**src/hw/rtl/pic_pkg.sv**
```systemverilog
// Package for pulse_interval_capture: buffer sizing, op and register codes,
// and the structs passed between the controller, the RAM and the top level.
// No dependencies.
package pic_pkg;

    localparam int BUFFER_DEPTH = 512;
    localparam int ADDR_W       = $clog2(BUFFER_DEPTH);
    localparam int CNT_W        = $clog2(BUFFER_DEPTH + 1);
    localparam int TIME_W       = 32;
    localparam int IVAL_W       = 16;
    localparam int PLEN_W       = 13;
    localparam int CFG_IDX_W    = 2;
    localparam int CFG_DATA_W   = 16;

    localparam logic [1:0] OP_EDGE    = 2'd0;
    localparam logic [1:0] OP_POLL    = 2'd1;
    localparam logic [1:0] OP_READ    = 2'd2;
    localparam logic [1:0] OP_RELEASE = 2'd3;

    localparam logic [CFG_IDX_W-1:0] REG_MIN_INTERVAL = 2'd0;
    localparam logic [CFG_IDX_W-1:0] REG_MAX_INTERVAL = 2'd1;
    localparam logic [CFG_IDX_W-1:0] REG_MIN_PKT_LEN  = 2'd2;

    localparam logic [IVAL_W-1:0] MIN_INTERVAL_RST = 16'd100;
    localparam logic [IVAL_W-1:0] MAX_INTERVAL_RST = 16'd10000;
    localparam logic [PLEN_W-1:0] MIN_PKT_LEN_RST  = 13'd20;

    typedef struct packed {
        logic [IVAL_W-1:0] min_interval;
        logic [IVAL_W-1:0] max_interval;
        logic [PLEN_W-1:0] min_packet_length;
    } cfg_t;

    typedef struct packed {
        logic              en;
        logic [ADDR_W-1:0] addr;
        logic [IVAL_W-1:0] data;
    } ram_wr_t;

    typedef struct packed {
        logic              ready_res;
        logic [CNT_W-1:0]  stored_count;
        logic              capturing;
        logic [IVAL_W-1:0] read_value;
        logic              read_valid;
    } res_t;

endpackage

```
**src/hw/rtl/pic_ctrl.sv**
```systemverilog
// Capture controller: edge/poll/read/release sequencing, capture state
// and buffer write-back. Depends on pic_pkg.
module pic_ctrl (
    input  logic                          clk,
    input  logic                          rst_n,
    input  logic                          start,
    input  logic [1:0]                    op,
    input  logic [pic_pkg::TIME_W-1:0]    now_us,
    input  logic [pic_pkg::ADDR_W-1:0]    read_index,
    input  pic_pkg::cfg_t                 cfg,
    input  logic [pic_pkg::IVAL_W-1:0]    rd_data,
    output logic                          busy,
    output pic_pkg::ram_wr_t              wr,
    output pic_pkg::res_t                 res,
    output logic                          done
);
    import pic_pkg::*;

    localparam logic ST_IDLE = 1'b0;
    localparam logic ST_EXEC = 1'b1;

    logic              state_reg, state_next;
    logic [1:0]        op_reg;
    logic [TIME_W-1:0] now_reg;
    logic [ADDR_W-1:0] idx_reg;

    logic [TIME_W-1:0] last_edge_reg, last_edge_next;
    logic              active_reg, active_next;
    logic [CNT_W-1:0]  wpos_reg, wpos_next;
    logic              ready_reg, ready_next;

    res_t              res_reg, res_next;
    logic              done_reg;

    logic [TIME_W-1:0] gap;
    logic              gap_low, gap_high, blocked;
    logic              rvalid;

    assign busy = (state_reg == ST_EXEC);

    assign gap      = now_reg - last_edge_reg;
    assign gap_low  = gap < {{(TIME_W-IVAL_W){1'b0}}, cfg.min_interval};
    assign gap_high = gap > {{(TIME_W-IVAL_W){1'b0}}, cfg.max_interval};
    assign blocked  = ready_reg || (wpos_reg >= CNT_W'(BUFFER_DEPTH));
    assign rvalid   = {{(CNT_W-ADDR_W){1'b0}}, idx_reg} < wpos_reg;

    always_comb
    begin
        state_next     = state_reg;
        last_edge_next = last_edge_reg;
        active_next    = active_reg;
        wpos_next      = wpos_reg;
        ready_next     = ready_reg;
        wr.en          = 1'b0;
        wr.addr        = wpos_reg[ADDR_W-1:0];
        wr.data        = gap[IVAL_W-1:0];
        res_next       = res_reg;

        unique case (state_reg)
            ST_IDLE:
            begin
                if (start)
                begin
                    state_next = ST_EXEC;
                end
            end
            ST_EXEC:
            begin
                state_next = ST_IDLE;
                unique case (op_reg)
                    OP_EDGE:
                    begin
                        if (!blocked)
                        begin
                            if (active_reg && (gap_low || gap_high))
                            begin
                                active_next = 1'b0;
                            end
                            else
                            begin
                                if (active_reg)
                                begin
                                    wr.en     = 1'b1;
                                    wpos_next = wpos_reg + CNT_W'(1);
                                end
                                last_edge_next = now_reg;
                                active_next    = 1'b1;
                            end
                        end
                    end
                    OP_POLL:
                    begin
                        if (active_reg && gap_high)
                        begin
                            active_next = 1'b0;
                            if (({{(PLEN_W-CNT_W){1'b0}}, wpos_reg} + PLEN_W'(1))
                                > cfg.min_packet_length)
                            begin
                                ready_next = 1'b1;
                            end
                            else
                            begin
                                wpos_next  = '0;
                                ready_next = 1'b0;
                            end
                        end
                    end
                    OP_READ:
                    begin
                    end
                    OP_RELEASE:
                    begin
                        wpos_next  = '0;
                        ready_next = 1'b0;
                    end
                    default:
                    begin
                    end
                endcase
                res_next.ready_res    = ready_next;
                res_next.stored_count = wpos_next;
                res_next.capturing    = active_next;
                res_next.read_valid   = (op_reg == OP_READ) && rvalid;
                res_next.read_value   = ((op_reg == OP_READ) && rvalid) ? rd_data : '0;
            end
            default:
            begin
                state_next = ST_IDLE;
            end
        endcase
    end

    always_ff @(posedge clk or negedge rst_n)
    begin
        if (!rst_n)
        begin
            state_reg     <= ST_IDLE;
            last_edge_reg <= '0;
            active_reg    <= 1'b0;
            wpos_reg      <= '0;
            ready_reg     <= 1'b0;
            done_reg      <= 1'b0;
        end
        else
        begin
            state_reg     <= state_next;
            last_edge_reg <= last_edge_next;
            active_reg    <= active_next;
            wpos_reg      <= wpos_next;
            ready_reg     <= ready_next;
            done_reg      <= (state_reg == ST_EXEC);
        end
    end

    always_ff @(posedge clk)
    begin
        if (start && !busy)
        begin
            op_reg  <= op;
            now_reg <= now_us;
            idx_reg <= read_index;
        end
        res_reg <= res_next;
    end

    assign res  = res_reg;
    assign done = done_reg;

endmodule
```
**config.mk**
```make
export PLATFORM = sky130hd
export DESIGN_NAME = pic_ctrl
export DESIGN_NICKNAME = d
export VERILOG_FILES = /design/src/hw/rtl/pic_pkg.sv /design/src/hw/rtl/pic_ctrl.sv
export SDC_FILE = /design/constraint.sdc
export NUM_CORES = 1
export LEC_CHECK = 0
export ABC_CLOCK_PERIOD_IN_PS = 12200
export BUFFER_PORTS_ARGS = -buffer_cell sky130_fd_sc_hd__buf_2
export CAP_MARGIN = 30
export CORE_UTILIZATION = 30
export DETAILED_ROUTE_END_ITERATION = 10
export MAX_ROUTING_LAYER = met4
export PLACE_DENSITY = 0.57
export SYNTH_ARGS = -nofsm -noshare
export SYNTH_HDL_FRONTEND = slang
export SYNTH_SLANG_ARGS = --single-unit
```
**constraint.sdc**
```tcl
create_clock -name clk -period 12.2 [get_ports clk]
set_input_delay 1.22 -clock clk [delete_from_list [all_inputs] [get_ports clk]]
set_output_delay 1.22 -clock clk [all_outputs]
set_load 0.02 [all_outputs]
```
Word level (Yosys, flattened, before mapping):

Index checks and enable logic that the tools add are counted.

* add/subtract/negate cells: 3
* multipliers: 0
* divide/modulo/power cells: 0
* order comparisons: 5
* equality and inequality tests: 3
* shift operators: 0
* multiplexer cells: 20
* bitwise logic cells: 3
* reductions and logical operators: 9

Operators with widths (number)
* $mux W10: 5
* $gt A32 B16 Y1: 1
* $lt A32 B16 Y1: 1
* $sub A32 B32 Y32: 1
* $pmux W10 S3: 1
* $gt A11 B13 Y1: 1
* $add A10 B1 Y11 const B: 1
* $mux W1: 11
* $add A10 B1 Y10 const B: 1
* $ge A10 B10 Y1 const B: 1
* $lt A9 B10 Y1: 1
* $pmux W1 S2: 3
* $eq A2 B2 Y1 const B: 2
* $logic_and A1 B1 Y1: 4
* $reduce_and A4 Y1: 1
* $not A1 Y1: 3
* $eq A2 B1 Y1 const B: 1
* $logic_not A2 Y1: 1
* $logic_or A1 B1 Y1: 2
* $logic_not A1 Y1: 1

* bits in registers: 118
* bits in latches: 0
* memory bits (writable): 0
* memory bits (read-only): 0
* output and inout bits: 57
* memories kept: 0

Longest topological paths before layout:

Gate-level depths: netlist of the first run.

* word-level depth: 8
* gate-level depth with buffers: 23

Worst setup path before layout of the first run:

No wires, ideal clock.

* path type: reg2out
* from: register now_reg[1]
* to: output wr[25] in the netlist's numbering
* arrival time: 4.962 ns
* data required time: 10.980 ns
* slack: 6.018 ns
* cell stages (with the launch flop): 21
* path buffers: 0
* cell sequence: edfxtp_1 -> ha_1 -> nor2b_1 -> o2111ai_1 -> a21boi_2 -> o21a_1 -> o21ai_0 -> nand2b_1 -> a21oi_1 -> xnor2_1 -> ha_1 -> and3_1 -> a221o_1 -> a221oi_1 -> a41oi_1 -> nor4b_1 -> nor4b_1 -> or4bb_1 -> nor3_2 -> nand2_1 -> inv_1

RTL lines
* start, declared: RTL line pic_ctrl.sv:24 `logic [TIME_W-1:0] now_reg;`
* start signal, assigned: RTL line pic_ctrl.sv:160 `now_reg <= now_us;`
* end, declared: RTL line pic_ctrl.sv:13 `output pic_pkg::ram_wr_t wr,`

==> metrics.md, run 1 <==
| Metric | Value |
|---|---|
| Outcome | finished, final reports clean |
| Final min period | slightly above 7 ns |
| Area of the multi-input gates | 0.00463 sq mm |
| Io pins | 164 |
| Cell Pwr Density | 241 mW/mm^2 |
| R2r endpoint | last_edge_reg[2] |
| DRC violations left | 0 |
| Synth Flop Type | edfxtp_1 |
| Relative slew slack | 30.1% |
| Antenna Violating Nets Remaining | 0 |
| Hold_buf cts | 0 |
| Final Setup Violations | 0 |
| Routed wire length | between 20,000 and 25,000 um |
| Worst R2R Path Depth | 21 |
| Synth Area per Inst | 10.0 sq um |
| Maximum VDD drop | approximately 0.000096 V |
| Post-synth ARST share | 39.0% |
| DIE AREA | 0.0291 sq mm |
| Rows | 61 |
| Launch point of the worst reg-to-reg path | now_reg[1] |
| Layout area overhead | 19.9% |
| CTS buffer count | 17 |
| 1st-iter DRT viols | 448 |
| Crit Path Class | reg -> out |
| Initial antenna violation count | 0 |
| DR vias | between 7,000 and 8,000 |
| Net Count, Synth | 1,043 |
| Routed WL per cell | 16.5 um |
| Register Area | around 0.0033 sq mm |
| Least-Margin Pin Slew | 1.04 ns |
| Clock root cell | clkbuf_16 |
| Most common cell in the netlist | inv_1 |
| Die Wd | 171 um |
| Post-synthesis sequential area ratio | 38.9% |
| Crit. Startpoint | now_reg[1] |
| Fin nets | 1,196 |
| Drt first pass iters | 7 |
| Leakage | 4.67 nW |
| CP startpoint kind | flop |
| Synth Warn # | 0 |
| Reg2Reg Setup Slack | 6.59 ns |
| Largest area contributor in the netlist | edfxtp_1 |
| Critical path peak fanout | 9 |
| Starting Density | 30.6% |
| Vias per std cell | a little over 5 |
| Mapped cell area | 0.00852 sq mm |
| H-tree level count | 4 |
| WP data required | between 10 and 15 ns |
| CP endpoint | wr[25] |
| Peak Freq | 0.140 GHz |
| Total Power | 0.00246 W |
| Vias in the first global route | slightly below 7,000 |
| Clock latency on the worst-skew pair | 0.43 ns |
| Synth top area share | 25.4% |
| Filler cell count | between 2,000 and 3,000 |
| Max Slew Vio Count | 0 |
| Total track usage | 16.8% |
| Worst-path clk slew | approximately 0.060 ns |
| Max-cap viol count | 0 |
| Post-synthesis instance total | 852 |
| Grt total ovfl | 0 |
| Longest Clk Path Bufs | 2 |
| Post-synthesis cell type count | 84 |
| DPL Wire Length | 18,100 um |
| Most common library cells after synthesis | 97 x inv_1, 83 x ha_1, 72 x edfxtp_1 |
| Port bufs | between 150 and 200 |
| Number of setup buffers added after CTS | 0 |
| Gpl congestion | 0.901 |
| Final hold vios | 0 |
| CTS tree | done |
| Setup TNS after final layout | 0 ns |
| Number of synthesized flops with an enable pin | 72 |
| Crit. End Element | output port |
| Setup Skew | between 0.01 and 0.015 ns |
| HP Class | reg -> reg |
| Die Ht | 171 um |
| Final cycle utilization of the critical path | approximately three fifths |
| RSZ-0062 raised after global routing | false |
| Largest net degree at the start of global routing | 47 |
| Share of layout cells above drive strength 1 | 26.1% |
| Flop and latch count out of synthesis | ~120 |
| CTS resizes | 0 |
| CTS Sinks | approximately 120 |
| Global-route wire length before repair | between 30,000 and 40,000 um |
| Core Area | 0.0279 sq mm |
| Inserted Diodes | 0 |
| CP Data Arrival Time | 5.94 ns |
| Area contributors post-synth | edfxtp_1 25%, dfrtp_1 14%, ha_1 12% |
## layer usage
| layer | track usage (%) | vias to the layer above | routed length, um |
|---|---|---|---|
| met1 | 20.9 | 3330 | 10500 |
| met2 | 27.7 | 202 | 11100 |
| li1 | - | 3464 | - |
| met4 | 5.37 | 0 | 446 |
| met3 | 2.75 | 35 | 978 |
| met5 | - | - | 0 |
## cell usage in the layout, fill, tap and decap left out, types with 17 or more instances in the layout
cell	instances
buf_2	163
inv_1	97
ha_1	83
edfxtp_1	72
nand2_1	47
a21oi_1	45
dfrtp_1	45
o21ai_0	38
nor2_1	38
mux2_4	30
nand3_1	23
a21o_1	23
and2_1	22
nor3_1	18
nand4_1	17
clkbuf_16	17
## worst min path at each step
stage	start	endpoint	slack (ns)	cells after the start
CTS	last_edge_reg[10]	last_edge_reg[10]	0.51	1
floorplan	last_edge_reg[29]	last_edge_reg[29]	0.48	1
finish	last_edge_reg[3]	last_edge_reg[3]	0.51	1
detailed placement	last_edge_reg[8]	last_edge_reg[8]	0.49	1
global placement	last_edge_reg[30]	last_edge_reg[30]	0.49	1
global route	last_edge_reg[3]	last_edge_reg[3]	0.52	1
## critical path, stage by stage, from the launching register on
cell and delay (ns):
edfxtp_1 0.44, ha_1 0.31, nor2b_1 0.14, o2111ai_1 0.31, a21boi_2 0.16, o21a_1 0.20, o21ai_0 0.15, nand2b_1 0.08
a21oi_1 0.18, xnor2_1 0.21, ha_1 0.29, and3_1 0.19, a221o_1 0.35, a221oi_1 0.29, a41oi_1 0.10, nor4b_1 0.34
nor4b_1 0.25, or4bb_1 0.57, nor3_2 0.51, nand2_1 0.18, inv_1 0.08, buf_2 0.16
## final cells by class
type                            count  share of cell area [%]
Multi-Input combinational cell    603                    45.3
Sequential cell                   118                    32.4
Timing Repair Buffer              168                    8.35
Tap cell                          378                    4.63
Clock buffer                       17                    4.16
Inverter                           97                    3.56
Clock inverter                     15                    1.56
## report_power, final
group | internal (W) | total, W | switching [W]
clock | 0.000289 | 0.000503 | 0.000214
combinational | 0.000555 | 0.00141 | 0.000855
sequential | 0.000503 | 0.000548 | 0.0000450
total | 0.00135 | 0.00246 | 0.00111
## cells by family after synthesis
family          Yosys count  synth area share (%)
xor+xnor                 23                  2.36
simple gates            239                  15.3
mux                      36                  6.04
fa+ha+maj                84                  12.4
buf+inv                 131                  6.87
compound gates          221                  18.1
flops                   118                  38.9
## through the flow
step | utilization [%] | std cells | worst slack, ns | cell area [sq um] | hold slack, ns
finish | 36.7 | 1396 | 5.04 | 10200 | 0.508
CTS | 36.7 | 1396 | 5.03 | 10200 | 0.511
global placement | 34.6 | 1364 | 5.64 | 9630 | 0.489
global route | 36.7 | 1396 | 4.56 | 10200 | 0.520
floorplan | - | 852 | 6.02 | 8520 | 0.479
detailed placement | 34.6 | 1364 | 5.53 | 9630 | 0.493
(Power assumes the default switching activity.)
==> inputs of run 2 (changes only) <==
--- a/config.mk
+++ b/config.mk
@@ -5,13 +5,13 @@
 export SDC_FILE = /design/constraint.sdc
 export NUM_CORES = 1
 export LEC_CHECK = 0
-export ABC_CLOCK_PERIOD_IN_PS = 12200
+export ABC_CLOCK_PERIOD_IN_PS = 6500
 export BUFFER_PORTS_ARGS = -buffer_cell sky130_fd_sc_hd__buf_2
 export CAP_MARGIN = 30
 export CORE_UTILIZATION = 30
 export DETAILED_ROUTE_END_ITERATION = 10
 export MAX_ROUTING_LAYER = met4
-export PLACE_DENSITY = 0.57
+export PLACE_DENSITY = 0.58
 export SYNTH_ARGS = -nofsm -noshare
 export SYNTH_HDL_FRONTEND = slang
 export SYNTH_SLANG_ARGS = --single-unit
==> constraint.sdc (replaced) <==
create_clock -name clk -period 6.5 [get_ports clk]
set_input_delay 0.65 -clock clk [delete_from_list [all_inputs] [get_ports clk]]
set_output_delay 0.65 -clock clk [all_outputs]
set_load 0.02 [all_outputs]
==> run 2 against run 1 <==
  * Clock power increased by 89%
  * Wire length increased by 2.2%
  * Via count increased by 0.65%
  * Largest power group unchanged
==> metrics.md, run 2 (synthesis results as in run 1) <==
| Metric | Value |
|---|---|
| Outcome | finished, final reports clean (unchanged) |
| Drt first pass iters | 5 (was 7) |
| Peak Freq | 0.162 GHz |
| Met2 Use GR | 27.7% (about the same) |
| Vias in the first global route | 6,910 (was 6,834) |
| Max-cap viol count | 0 (unchanged) |
| Clock latency on the worst-skew pair | 0.43 ns (about the same) |
| CP startpoint kind | flop (unchanged) |
| Met3 Resource Use GR | 2.91% (was 2.75%) |
| Routed WL per cell | 16.8 um (was 16.5 um) |
| Filler cell count | 2,835 (was 2,863) |
| Fin nets | 1,198 (was 1,196) |
| Reg2Reg Setup Slack | 0.99 ns (was 6.59 ns) |
| CTS Sinks | 118 (unchanged) |
| CTS buffer count | 17 (unchanged) |
| Global-route wire length before repair | 37,100 um (was 36,900 um) |
| Crit. Startpoint | now_reg[1] (unchanged) |
| WP data required | 5.85 ns (was 10.98 ns) |
| Total track usage | 17.0% (was 16.8%) |
| Io pins | 164 (unchanged) |
| Maximum VDD drop | 0.000176 V (was 0.0000963 V) |
| Area of the multi-input gates | 0.00467 sq mm (was 0.00463 sq mm) |
| Port bufs | 163 (unchanged) |
| Crit Path Class | reg -> out (unchanged) |
| Critical path peak fanout | 9 (unchanged) |
| Layout area overhead | 20.6% (was 19.9%) |
| CTS tree | done (unchanged) |
| Routed wire length | 23,500 um (was 23,000 um) |
| Gpl congestion | 0.893 (was 0.901) |
| Initial antenna violation count | 0 (unchanged) |
| Final min period | 6.17 ns |
| Max Slew Vio Count | 0 (unchanged) |
| Fin area | 0.0103 sq mm (was 0.0102 sq mm) |
| Starting Density | 30.6% (unchanged) |
| Routing usage on met1 | 21.3% (was 20.9%) |
| Clock root cell | clkbuf_16 (unchanged) |
| Antenna Violating Nets Remaining | 0 (unchanged) |
| Vias per std cell | 5.06 (was 5.04) |
| Final hold vios | 0 (unchanged) |
| Core Area | 0.0279 sq mm (unchanged) |
| Setup ws final | 0.328 ns (was 5.04 ns) |
| Launch point of the worst reg-to-reg path | now_reg[1] (unchanged) |
| Longest Clk Path Bufs | 2 (unchanged) |
| Least-Margin Pin Slew | 1.07 ns (was 1.04 ns) |
| Commonest non-fill, non-tap cell in the layout | buf_2 (unchanged) |
| Crit. End Element | output port (unchanged) |
| Inserted Diodes | 0 (unchanged) |
| Largest net degree at the start of global routing | 50 (was 47) |
| Fin Hold WS | 0.345 ns (was 0.508 ns) |
| 1st-iter DRT viols | 376 (was 448) |
| DRC violations left | 0 (unchanged) |
| Die Wd | 171 um (unchanged) |
| Leakage | 4.69 nW (was 4.67 nW) |
| DP Worst Slack | 0.589 ns (was 5.53 ns) |
| RSZ-0062 raised after global routing | false (unchanged) |
| CP Data Arrival Time | 5.52 ns (was 5.94 ns) |
| Relative slew slack | 28.0% (was 30.1%) |
| Area after DPL | 0.00965 sq mm (was 0.00963 sq mm) |
| Hold_buf cts | 0 (unchanged) |
| GRT busiest layer | met2 (unchanged) |
| Setup TNS after final layout | 0 ns (unchanged) |
| DIE AREA | 0.0291 sq mm (unchanged) |
| Rows | 61 (unchanged) |
| Cell Pwr Density | 454 mW/mm^2 (was 241 mW/mm^2) |
| Final cycle utilization of the critical path | about 95% |
| Worst-path clk slew | 0.06 ns (about the same) |
| DR vias | 7,077 (was 7,031) |
| Register Area | 0.00331 sq mm (unchanged) |
| DPL Wire Length | 18,100 um (about the same) |
| H-tree level count | 4 (unchanged) |
| Final Setup Violations | 0 (unchanged) |
| Total Power | 0.00466 W (was 0.00246 W) |
| Grt total ovfl | 0 (unchanged) |
| Commonest cells after routing, fill and taps aside | 163 x buf_2, 97 x inv_1, 82 x ha_1 (was 163 x buf_2, 97 x inv_1, 83 x ha_1) |
| Die Ht | 171 um (unchanged) |
| Share of layout cells above drive strength 1 | 27.0% (was 26.1%) |
| Setup Skew | 0.0114 ns (was 0.0125 ns) |
| HP Class | in -> async (was reg -> reg) |
run 2: final cells by class:
| class | count | area share, % |
|---|---|---|
| clock inverters | 15 | 1.50 |
| flip-flops and latches | 118 | 32.3 |
| well taps | 378 | 4.60 |
| clock buffers | 17 | 4.14 |
| inverters | 97 | 3.54 |
| multi-input cells | 603 | 45.5 |
| repair buffers | 170 | 8.45 |
run 2: path summary, 6_finish.rpt:
kind / to / cells after the start
worst max register to register: last_edge_reg[14] / 21
max in group asynchronous: busy / 2
worst max-delay path: wr[25] / 22
worst min register to register: last_edge_reg[14] / 1
min in group clk: now_reg[0] / 1
worst min-delay path: last_edge_reg[4] / 2
run 2: report_power, final:
| part | internal [W] | leakage (nW) | total [W] | switching (W) |
|---|---|---|---|---|
| Combinational | 0.00106 | 3.14 | 0.00268 | 0.00162 |
| Sequential | 0.000945 | 1.27 | 0.00103 | 0.0000846 |
| Clock | 0.000565 | 0.277 | 0.000949 | 0.000384 |
| Total | 0.00257 | 4.69 | 0.00466 | 0.00209 |
run 2: repair_timing:
item | in CTS | in global routing
setup endpoints to repair | 0 | 1
resized for setup | 0 | 9
setup buffers | 0 | 0
run 2: through the flow:
step                std cells  utilization (%)
detailed placement       1366             34.6
finish                   1398             36.9
global route             1398             36.9
floorplan                 852                -
global placement         1366             34.6
CTS                      1398             36.7
run 2: layer usage:
metal / wire length, um / vias up
met2: 11300 / 201
li1: - / 3455
met5: 0 / -
met4: 581 / 0
met1: 10600 / 3376
met3: 997 / 45
run 2: critical path, cell delays in order, from the launching register on:
cell and delay [ns]:
edfxtp_1 0.45, ha_1 0.31, nor2b_1 0.15, o2111ai_2 0.31, a21boi_4 0.12, o21a_1 0.20
o21ai_0 0.14, nand2b_1 0.09, a21oi_2 0.18, xnor2_2 0.16, ha_1 0.27, and3_1 0.19
a221o_1 0.35, a221oi_1 0.30, a41oi_1 0.10, nor4b_1 0.26, nor4b_2 0.22, or4bb_4 0.57
nor3_2 0.17, buf_4 0.19, nand2_1 0.09, inv_1 0.10, buf_2 0.16
==> inputs of run 3 (changes only) <==
--- a/config.mk
+++ b/config.mk
@@ -5,13 +5,13 @@
 export SDC_FILE = /design/constraint.sdc
 export NUM_CORES = 1
 export LEC_CHECK = 0
-export ABC_CLOCK_PERIOD_IN_PS = 6500
+export ABC_CLOCK_PERIOD_IN_PS = 7500
 export BUFFER_PORTS_ARGS = -buffer_cell sky130_fd_sc_hd__buf_2
 export CAP_MARGIN = 30
 export CORE_UTILIZATION = 30
 export DETAILED_ROUTE_END_ITERATION = 10
 export MAX_ROUTING_LAYER = met4
-export PLACE_DENSITY = 0.58
+export PLACE_DENSITY = 0.57
 export SYNTH_ARGS = -nofsm -noshare
 export SYNTH_HDL_FRONTEND = slang
 export SYNTH_SLANG_ARGS = --single-unit
==> constraint.sdc (replaced) <==
create_clock -name clk -period 7.5 [get_ports clk]
set_input_delay 0.75 -clock clk [delete_from_list [all_inputs] [get_ports clk]]
set_output_delay 0.75 -clock clk [all_outputs]
set_load 0.02 [all_outputs]
==> run 3 against run 2 <==
  * Clock skew is 0.00096 ns higher
  * Cell count is 0.14% lower
  * Hold slack improved by 0.076 ns
  * Critical path depth fell by 1
  * Clock power fell by 17%
  * Worst setup slack better by 0.39 ns
  * Sequential share of layout area rose by 0.27 points
  * Via count is 0.89% lower
  * Sequential power fell by 13%
  * Register-to-register slack improved by 0.77 ns
  * Non-clock buffer count down 2
  * Die area stayed put
==> metrics.md, run 3 (synthesis results as in run 1) <==
| Metric | Value |
|---|---|
| CP max-delay cell | or4bb_1 (was or4bb_4) |
| Met3 Resource Use GR | 2.48% (was 2.91%) |
| DP Worst Slack | 1.24 ns (was 0.589 ns) |
| Maximum VDD drop | 0.000134 V (was 0.000176 V) |
| CTS buffer count | 17 (unchanged) |
| Total track usage | 17.2% (was 17.0%) |
| Final Setup Violations | 0 (unchanged) |
| Die Ht | 171 um (unchanged) |
| Final min period | 6.78 ns |
| Routing usage on met1 | 21.1% (was 21.3%) |
| Grt total ovfl | 0 (unchanged) |
| CTS resizes | 0 (unchanged) |
| WP data required | 6.75 ns (was 5.85 ns) |
| RSZ-0062 raised after global routing | false (unchanged) |
| Least-Margin Pin Slew | 1.11 ns (was 1.07 ns) |
| CP Depth | 21 (was 22) |
| 1st-iter DRT viols | 370 (was 376) |
| Initial antenna violation count | 0 (unchanged) |
| Share of layout cells above drive strength 1 | 26.0% (was 27.0%) |
| Worst path max stage delay | 0.58 ns (was 0.57 ns) |
| H-tree level count | 4 (unchanged) |
| Area of the multi-input gates | 0.00463 sq mm (was 0.00467 sq mm) |
| DRC violations left | 0 (unchanged) |
| Vias in the first global route | 6,991 (was 6,910) |
| Max-cap viol count | 0 (unchanged) |
| Crit-path cells | ha_1 -> nor2b_1 -> o2111ai_1 -> a21boi_2 -> o21a_1 -> o21ai_0 -> nand2b_1 -> a21oi_1 -> xnor2_1 -> ha_1 -> and3_1 -> a221o_1 -> a221oi_1 -> a41oi_1 -> nor4b_1 -> nor4b_1 -> or4bb_1 -> nor3_2 -> nand2_1 -> inv_1 -> buf_2 (was ha_1 -> nor2b_1 -> o2111ai_2 -> a21boi_4 -> o21a_1 -> o21ai_0 -> nand2b_1 -> a21oi_2 -> xnor2_2 -> ha_1 -> and3_1 -> a221o_1 -> a221oi_1 -> a41oi_1 -> nor4b_1 -> nor4b_2 -> or4bb_4 -> nor3_2 -> buf_4 -> nand2_1 -> inv_1 -> buf_2) |
| Largest net degree at the start of global routing | 47 (was 50) |
| Commonest cells after routing, fill and taps aside | 163 x buf_2, 97 x inv_1, 83 x ha_1 (was 163 x buf_2, 97 x inv_1, 82 x ha_1) |
| Critical path peak fanout | 9 (unchanged) |
| Core Area | 0.0279 sq mm (unchanged) |
| CP startpoint kind | flop (unchanged) |
| Clock root cell | clkbuf_16 (unchanged) |
| DR vias | 7,014 (was 7,077) |
| Io pins | 164 (unchanged) |
| Antenna Violating Nets Remaining | 0 (unchanged) |
| GRT busiest layer | met2 (unchanged) |
| DIE AREA | 0.0291 sq mm (unchanged) |
| Die Wd | 171 um (unchanged) |
| CTS tree | done (unchanged) |
| Rows | 61 (unchanged) |
| Number of setup buffers added after CTS | 0 (unchanged) |
| Met2 Use GR | 28.9% (was 27.7%) |
| Commonest non-fill, non-tap cell in the layout | buf_2 (unchanged) |
| Leakage | 4.65 nW (was 4.69 nW) |
| Setup Skew | 0.0123 ns (was 0.0114 ns) |
| HP Class | in -> async (unchanged) |
| Layout area overhead | 19.6% (was 20.6%) |
| Starting Density | 30.6% (unchanged) |
| Inserted Diodes | 0 (unchanged) |
| Drt first pass iters | 5 (unchanged) |
| Filler cell count | 2,865 (was 2,835) |
| CP Data Arrival Time | 6.03 ns (was 5.52 ns) |
| Worst Path Buf+Inv | 2 (was 3) |
| Longest Clk Path Bufs | 2 (unchanged) |
| Register Area | 0.00331 sq mm (unchanged) |
| Crit. End Element | output port (unchanged) |
| DPL Wire Length | 18,000 um (was 18,100 um) |
| Setup ws final | 0.717 ns (was 0.328 ns) |
| Global-route wire length before repair | 37,600 um (was 37,100 um) |
| Fin nets | 1,196 (was 1,198) |
| Peak Freq | 0.147 GHz |
| Routed WL per cell | 16.7 um (was 16.8 um) |
| Worst R2R Path Depth | 20 (was 21) |
| CTS Sinks | 118 (unchanged) |
| Hold_buf cts | 0 (unchanged) |
| Clock latency on the worst-skew pair | 0.43 ns (about the same) |
| Setup TNS after final layout | 0 ns (unchanged) |
| Port bufs | 163 (unchanged) |
| Final cycle utilization of the critical path | 90.4% |
| Routed wire length | 23,300 um (was 23,500 um) |
| Crit Path Class | reg -> out (unchanged) |
| Worst-path clk slew | 0.06 ns (about the same) |
| Max Slew Vio Count | 0 (unchanged) |
| Family with the most delay on the worst path | simple AND/OR/NAND/NOR gates (unchanged) |
| Outcome | finished, final reports clean (unchanged) |
| Gpl congestion | 0.875 (was 0.893) |
| Relative slew slack | 24.9% (was 28.0%) |
| Cell Pwr Density | 391 mW/mm^2 (was 454 mW/mm^2) |
| Final hold vios | 0 (unchanged) |
| Vias per std cell | 5.02 (was 5.06) |
## run 3: worst paths after layout
check	start	to	slack [ns]
setup / recovery	now_reg[1]	wr[25]	0.72
hold / removal	rst_n	last_edge_reg[3]	0.42
setup reg to reg	now_reg[1]	res[21]	1.76
hold reg to reg	last_edge_reg[29]	last_edge_reg[29]	0.51
max in group asynchronous	rst_n	busy	6.54
min in group clk	now_us[0]	now_reg[0]	0.49
## run 3: layout make-up
cell class / instances / area share, %
inverter: 97 / 3.57
clock buffer: 18 / 4.21
timing repair buffer: 168 / 8.38
multi-input combinational: 603 / 45.4
sequential: 118 / 32.5
clock inverter: 14 / 1.24
tap: 378 / 4.64
## run 3: per-layer routing
metal / wire (um) / vias to the layer above
li1: - / 3461
met1: 10700 / 3325
met2: 11400 / 200
met3: 959 / 28
met4: 342 / 0
met5: 0 / -
## run 3: report_power, final
group          total (W)  internal, W  switching [W]
clock           0.000788     0.000457       0.000331
sequential      0.000893     0.000819      0.0000742
combinational    0.00230     0.000902        0.00140
total            0.00398      0.00218        0.00180
## run 3: through the flow
step           std cells  util (%)  instance area, sq um  total power (W)  hold WS (ns)
2_1_floorplan        852         -                  8520          0.00257         0.454
3_3_place_gp        1364      34.6                  9630          0.00318         0.489
3_5_place_dp        1364      34.6                  9630          0.00319         0.493
4_1_cts             1396      36.6                 10200          0.00401         0.478
5_1_grt             1396      36.6                 10200          0.00429         0.479
6_report            1396      36.6                 10200          0.00398         0.421
